--- config.mk ---
export PLATFORM = sky130hd
export DESIGN_NAME = fnr_cell
export DESIGN_NICKNAME = d
export VERILOG_FILES = /design/src/sv/fnr_pkg.sv /design/src/sv/fnr_cell.sv
export SDC_FILE = /design/constraint.sdc
export NUM_CORES = 1
export LEC_CHECK = 0
export ABC_AREA = 1
export BUFFER_PORTS_ARGS = -buffer_cell sky130_fd_sc_hd__buf_2
export CAP_MARGIN = 25
export CORE_MARGIN = 4
export CORE_UTILIZATION = 40
export DETAILED_ROUTE_END_ITERATION = 12
export PLACE_DENSITY = 0.79
export REMOVE_ABC_BUFFERS = 1
export SLEW_MARGIN = 25
export SYNTH_ARGS = -nofsm -noshare
export SYNTH_HDL_FRONTEND = slang
export SYNTH_SLANG_ARGS = --single-unit
--- constraint.sdc ---
create_clock -name i_clk -period 1.8 [get_ports i_clk]
set_input_delay 0.09 -clock i_clk [delete_from_list [all_inputs] [get_ports i_clk]]
set_output_delay 0.09 -clock i_clk [all_outputs]
set_load 0.05 [all_outputs]
--- src/sv/fnr_pkg.sv ---
`timescale 1ns / 1ps
package fnr_pkg;

    localparam int WIDTH = 32;

    typedef struct packed {
        logic signed [WIDTH-1:0] numerator;
        logic signed [WIDTH-1:0] denominator;
    } t_fnr_in;

    typedef struct packed {
        logic             negative;
        logic [WIDTH-1:0] reduced_numerator;
        logic [WIDTH-1:0] reduced_denominator;
        logic             zero_denominator;
    } t_fnr_out;

    // One beat moving along the divider chain.
    typedef struct packed {
        logic             vld;
        logic [WIDTH-1:0] rem;
        logic [WIDTH-1:0] dvd;
        logic [WIDTH-1:0] dsr;
        logic [WIDTH-1:0] quo;
    } t_div_beat;

endpackage

--- src/sv/fnr_cell.sv ---
`timescale 1ns / 1ps
module fnr_cell
    import fnr_pkg::*;
(
    input  logic      i_clk,
    input  logic      i_rst_n,
    input  t_div_beat i_beat,
    output t_div_beat o_beat
);

    t_div_beat        r_beat;
    t_div_beat        n_beat;
    logic [WIDTH:0]   w_trial;
    logic [WIDTH:0]   w_diff;
    logic             w_ge;

    // One restoring division step: bring in the next dividend bit and
    // subtract the divisor when it fits.
    always_comb begin
        w_trial = {i_beat.rem, i_beat.dvd[WIDTH-1]};
        w_diff  = w_trial - {1'b0, i_beat.dsr};
        w_ge    = (w_trial >= {1'b0, i_beat.dsr});
        n_beat.vld = i_beat.vld;
        n_beat.rem = w_ge ? w_diff[WIDTH-1:0] : w_trial[WIDTH-1:0];
        n_beat.dvd = {i_beat.dvd[WIDTH-2:0], 1'b0};
        n_beat.dsr = i_beat.dsr;
        n_beat.quo = {i_beat.quo[WIDTH-2:0], w_ge};
    end

    always_ff @(posedge i_clk) begin
        r_beat.rem <= n_beat.rem;
        r_beat.dvd <= n_beat.dvd;
        r_beat.dsr <= n_beat.dsr;
        r_beat.quo <= n_beat.quo;
        if (!i_rst_n) begin
            r_beat.vld <= 1'b0;
        end else begin
            r_beat.vld <= n_beat.vld;
        end
    end

    assign o_beat = r_beat;

endmodule

==> results by group <==
Status
  – Outcome: completed

Die
  – # rows: 43
  – Initial core utilization: 40.8%
  – Die H: 127 um
  – Core region area: 13900 um^2
  – Overall die area: 16200 um^2
  – Chip Width: 127 um
  – I/O Pins: 260

Setup path
  – Setup crit start kind: input pin
  – Crit Path Category: input pin to register
  – Worst Path Arrival: 1.93 ns
  – Worst Path Required: 2.16 ns
  – Worst Path Buf+Inv: 4
  – CP top delay family: simple AND/OR/NAND/NOR gates
  – Critical path endpoint category: register
  – Cell Chain, Critical Path: buf_2, inv_1, ha_1, inv_1, o21bai_1, a21oi_1, nand3_1, nor2_2, nand2_8, inv_4, nand2_1, nand2_1
  – Slowest CP cell: ha_1
  – Crit path largest cell delay: 0.34 ns
  – Crit-path max FO: 30

GRT
  – Grt ovf: 0
  – Largest net degree at the start of global routing: 31
  – Initial antenna violation count: 0
  – Vias in the first global route: 6600
  – Total GRT Usage: 25.8%
  – First-pass GRT wire length: 32900 um

Logic synthesis
  – Synth top area share: 45.0%
  – Post-Syn Area: 5690 um^2
  – Gate Count Post-Synth: 782
  – Mean post-synth cell area: 7.28 um^2
  – Top post-synthesis cells by area: dfxtp_1, nand2_1, inv_1
  – Flops & latches, synth: 128
  – Synth area leader: dfxtp_1
  – Yosys warns: 0
  – Post-synth cell types: 29
  – Seq/Total Area, Yosys: 45.0%

Route
  – Detail Route Antenna Nets: 0
  – Detailed Routing Iterations Pass 1: 4
  – Wirelength per Cell: 14.4 um
  – Drt total wl: 20700 um
  – Initial DRC count: 269
  – Via count: 6346
  – DRC viols: 0
  – Vias/cell: 4.42

Pwr
  – Leakage power: 0.00535 uW
  – Power per Cell Area: 976 nW/um^2
  – VDD IR max: 0.803 mV

Placed design
  – Placer Congestion: 0.956
  – Placed cells: 1276
  – Post-DP HPWL: 14600 um
  – Input/output buffers: 257
  – DP Area: 7620 um^2
  – Setup WS pre-CTS: -0.165 ns

Hold path
  – Cell depth of the worst hold path: 5
  – Hold/Removal Path Class: input pin to register
  – Hold Path Sink: o_beat[96]
  – HP Start: i_beat[32]

Cells and area
  – Largest register FFs: 128
  – Commonest non-fill, non-tap cells in the layout: nand2_1, buf_2, inv_1, dlygate4sd3_1, dfxtp_1
  – Final instance area: 9460 um^2
  – Diodes inserted: 0
  – Finished Layout Cells: 1436
  – # fillers: 1136
  – Leading cell type in the layout, fill and taps excluded: nand2_1
  – Final nets: 1407
  – Area growth, synth to finish: 66.1%
  – Area of the multi-input gates: 2470 um^2
  – Core Util, Final: 67.9%
  – Storage element area: 2560 um^2
  – Layout cells sized above 1: 30.3%

STA
  – Fmax: 0.635 GHz
  – Final WS setup: 0.225 ns
  – Fin. Hold Viols: 0
  – Setup-failing EPs final: 0
  – Setup_tns: 0 ns
  – Fin. max-slew vios: 0
  – RSZ-0062 raised after global routing: false
  – Crit share post-route: 87.5%
  – Final min period: 1.58 ns

Clock network
  – TritonCTS Buffers: 17
  – Clk sink count: 128
  – CTS tree: done
  – CTS clk-pin slew, worst paths: 0.06 ns
  – CTS-repair resized insts: 0
  – Root buffer cell: clkbuf_16
  – Clock tree buffer depth: 2
  – # H-tree levels: 4

Run
  – Max Cap Violations: 0
## per-layer routing
metal	vias to the layer above	part of all wire, %	track usage [%]
met4	0	3.0	9.78
met2	215	50	46.8
met5	-	0	0
met1	2835	41	29.3
met3	39	6.1	6.02
li1	3257	-	-
## synthesized netlist by cell type
library cell,instances
nand2_1,298
inv_1,151
dfxtp_1,128
nand3_1,37
nor2_1,34
ha_1,32
a21oi_1,21
xor2_1,13
nand2_2,11
nand3b_1,10
and2_1,8
buf_6,6
nor2_2,6
nor3_1,6
nand2_4,3
nand4_1,2
nor3_2,2
o21ai_0,2
o21bai_1,2
buf_2,1
buf_4,1
conb_1,1
fa_1,1
inv_2,1
inv_4,1
nand2_8,1
nand3_2,1
or2_2,1
xnor2_1,1
## stage by stage
step	hold slack (ns)	total power [uW]
global placement	0.192	5770
finish	0.124	9230
floorplan	0.118	4930
detailed placement	0.194	5790
global route	0.191	9660
CTS	0.106	9230
## power by group
part           total [uW]  switching, uW  internal [uW]
clock                3240           1430           1810
sequential           3160           69.1           3090
combinational        2830           1870            958
## worst max-delay path by stage
| stage | startpoint | end | slack [ns] | depth (start not counted) |
|---|---|---|---|---|
| 2_1_floorplan | i_beat[35] | o_beat[121] | 0.14 | 15 |
| 4_1_cts | i_beat[62] | o_beat[124] | 0.26 | 12 |
| 3_3_place_gp | i_beat[60] | o_beat[101] | -0.14 | 12 |
| 5_1_grt | i_beat[60] | o_beat[107] | 0.03 | 12 |
| 3_5_place_dp | i_beat[60] | o_beat[125] | -0.16 | 12 |
| 6_report | i_beat[62] | o_beat[102] | 0.22 | 12 |
## cells by family after synthesis
group                      after synthesis  synth area share [%]
xor gates and xnor gates                14                  2.15
other                                    1                0.0659
adders and majority gates               33                  7.39
buffers and inverters                  161                  11.5
DFF                                    128                  45.0
AOI/OAI and AO/OA                       25                  2.29
and+or+nand+nor                        420                  31.5
## repair_timing
action,CTS,global route
hold buffers,128,0
endpoints found under the hold margin,127,0
buffers inserted,0,0
## area by class of cell
class                      instances  share of cell area, %
clock buffer                      18                   4.54
clock inverter                    14                   1.30
inverter                         153                   6.10
multi-input combinational        493                   26.1
sequential                       128                   27.1
tap                              180                   2.38
timing repair buffer             450                   32.4
Power figures use the tool's default switching activity.
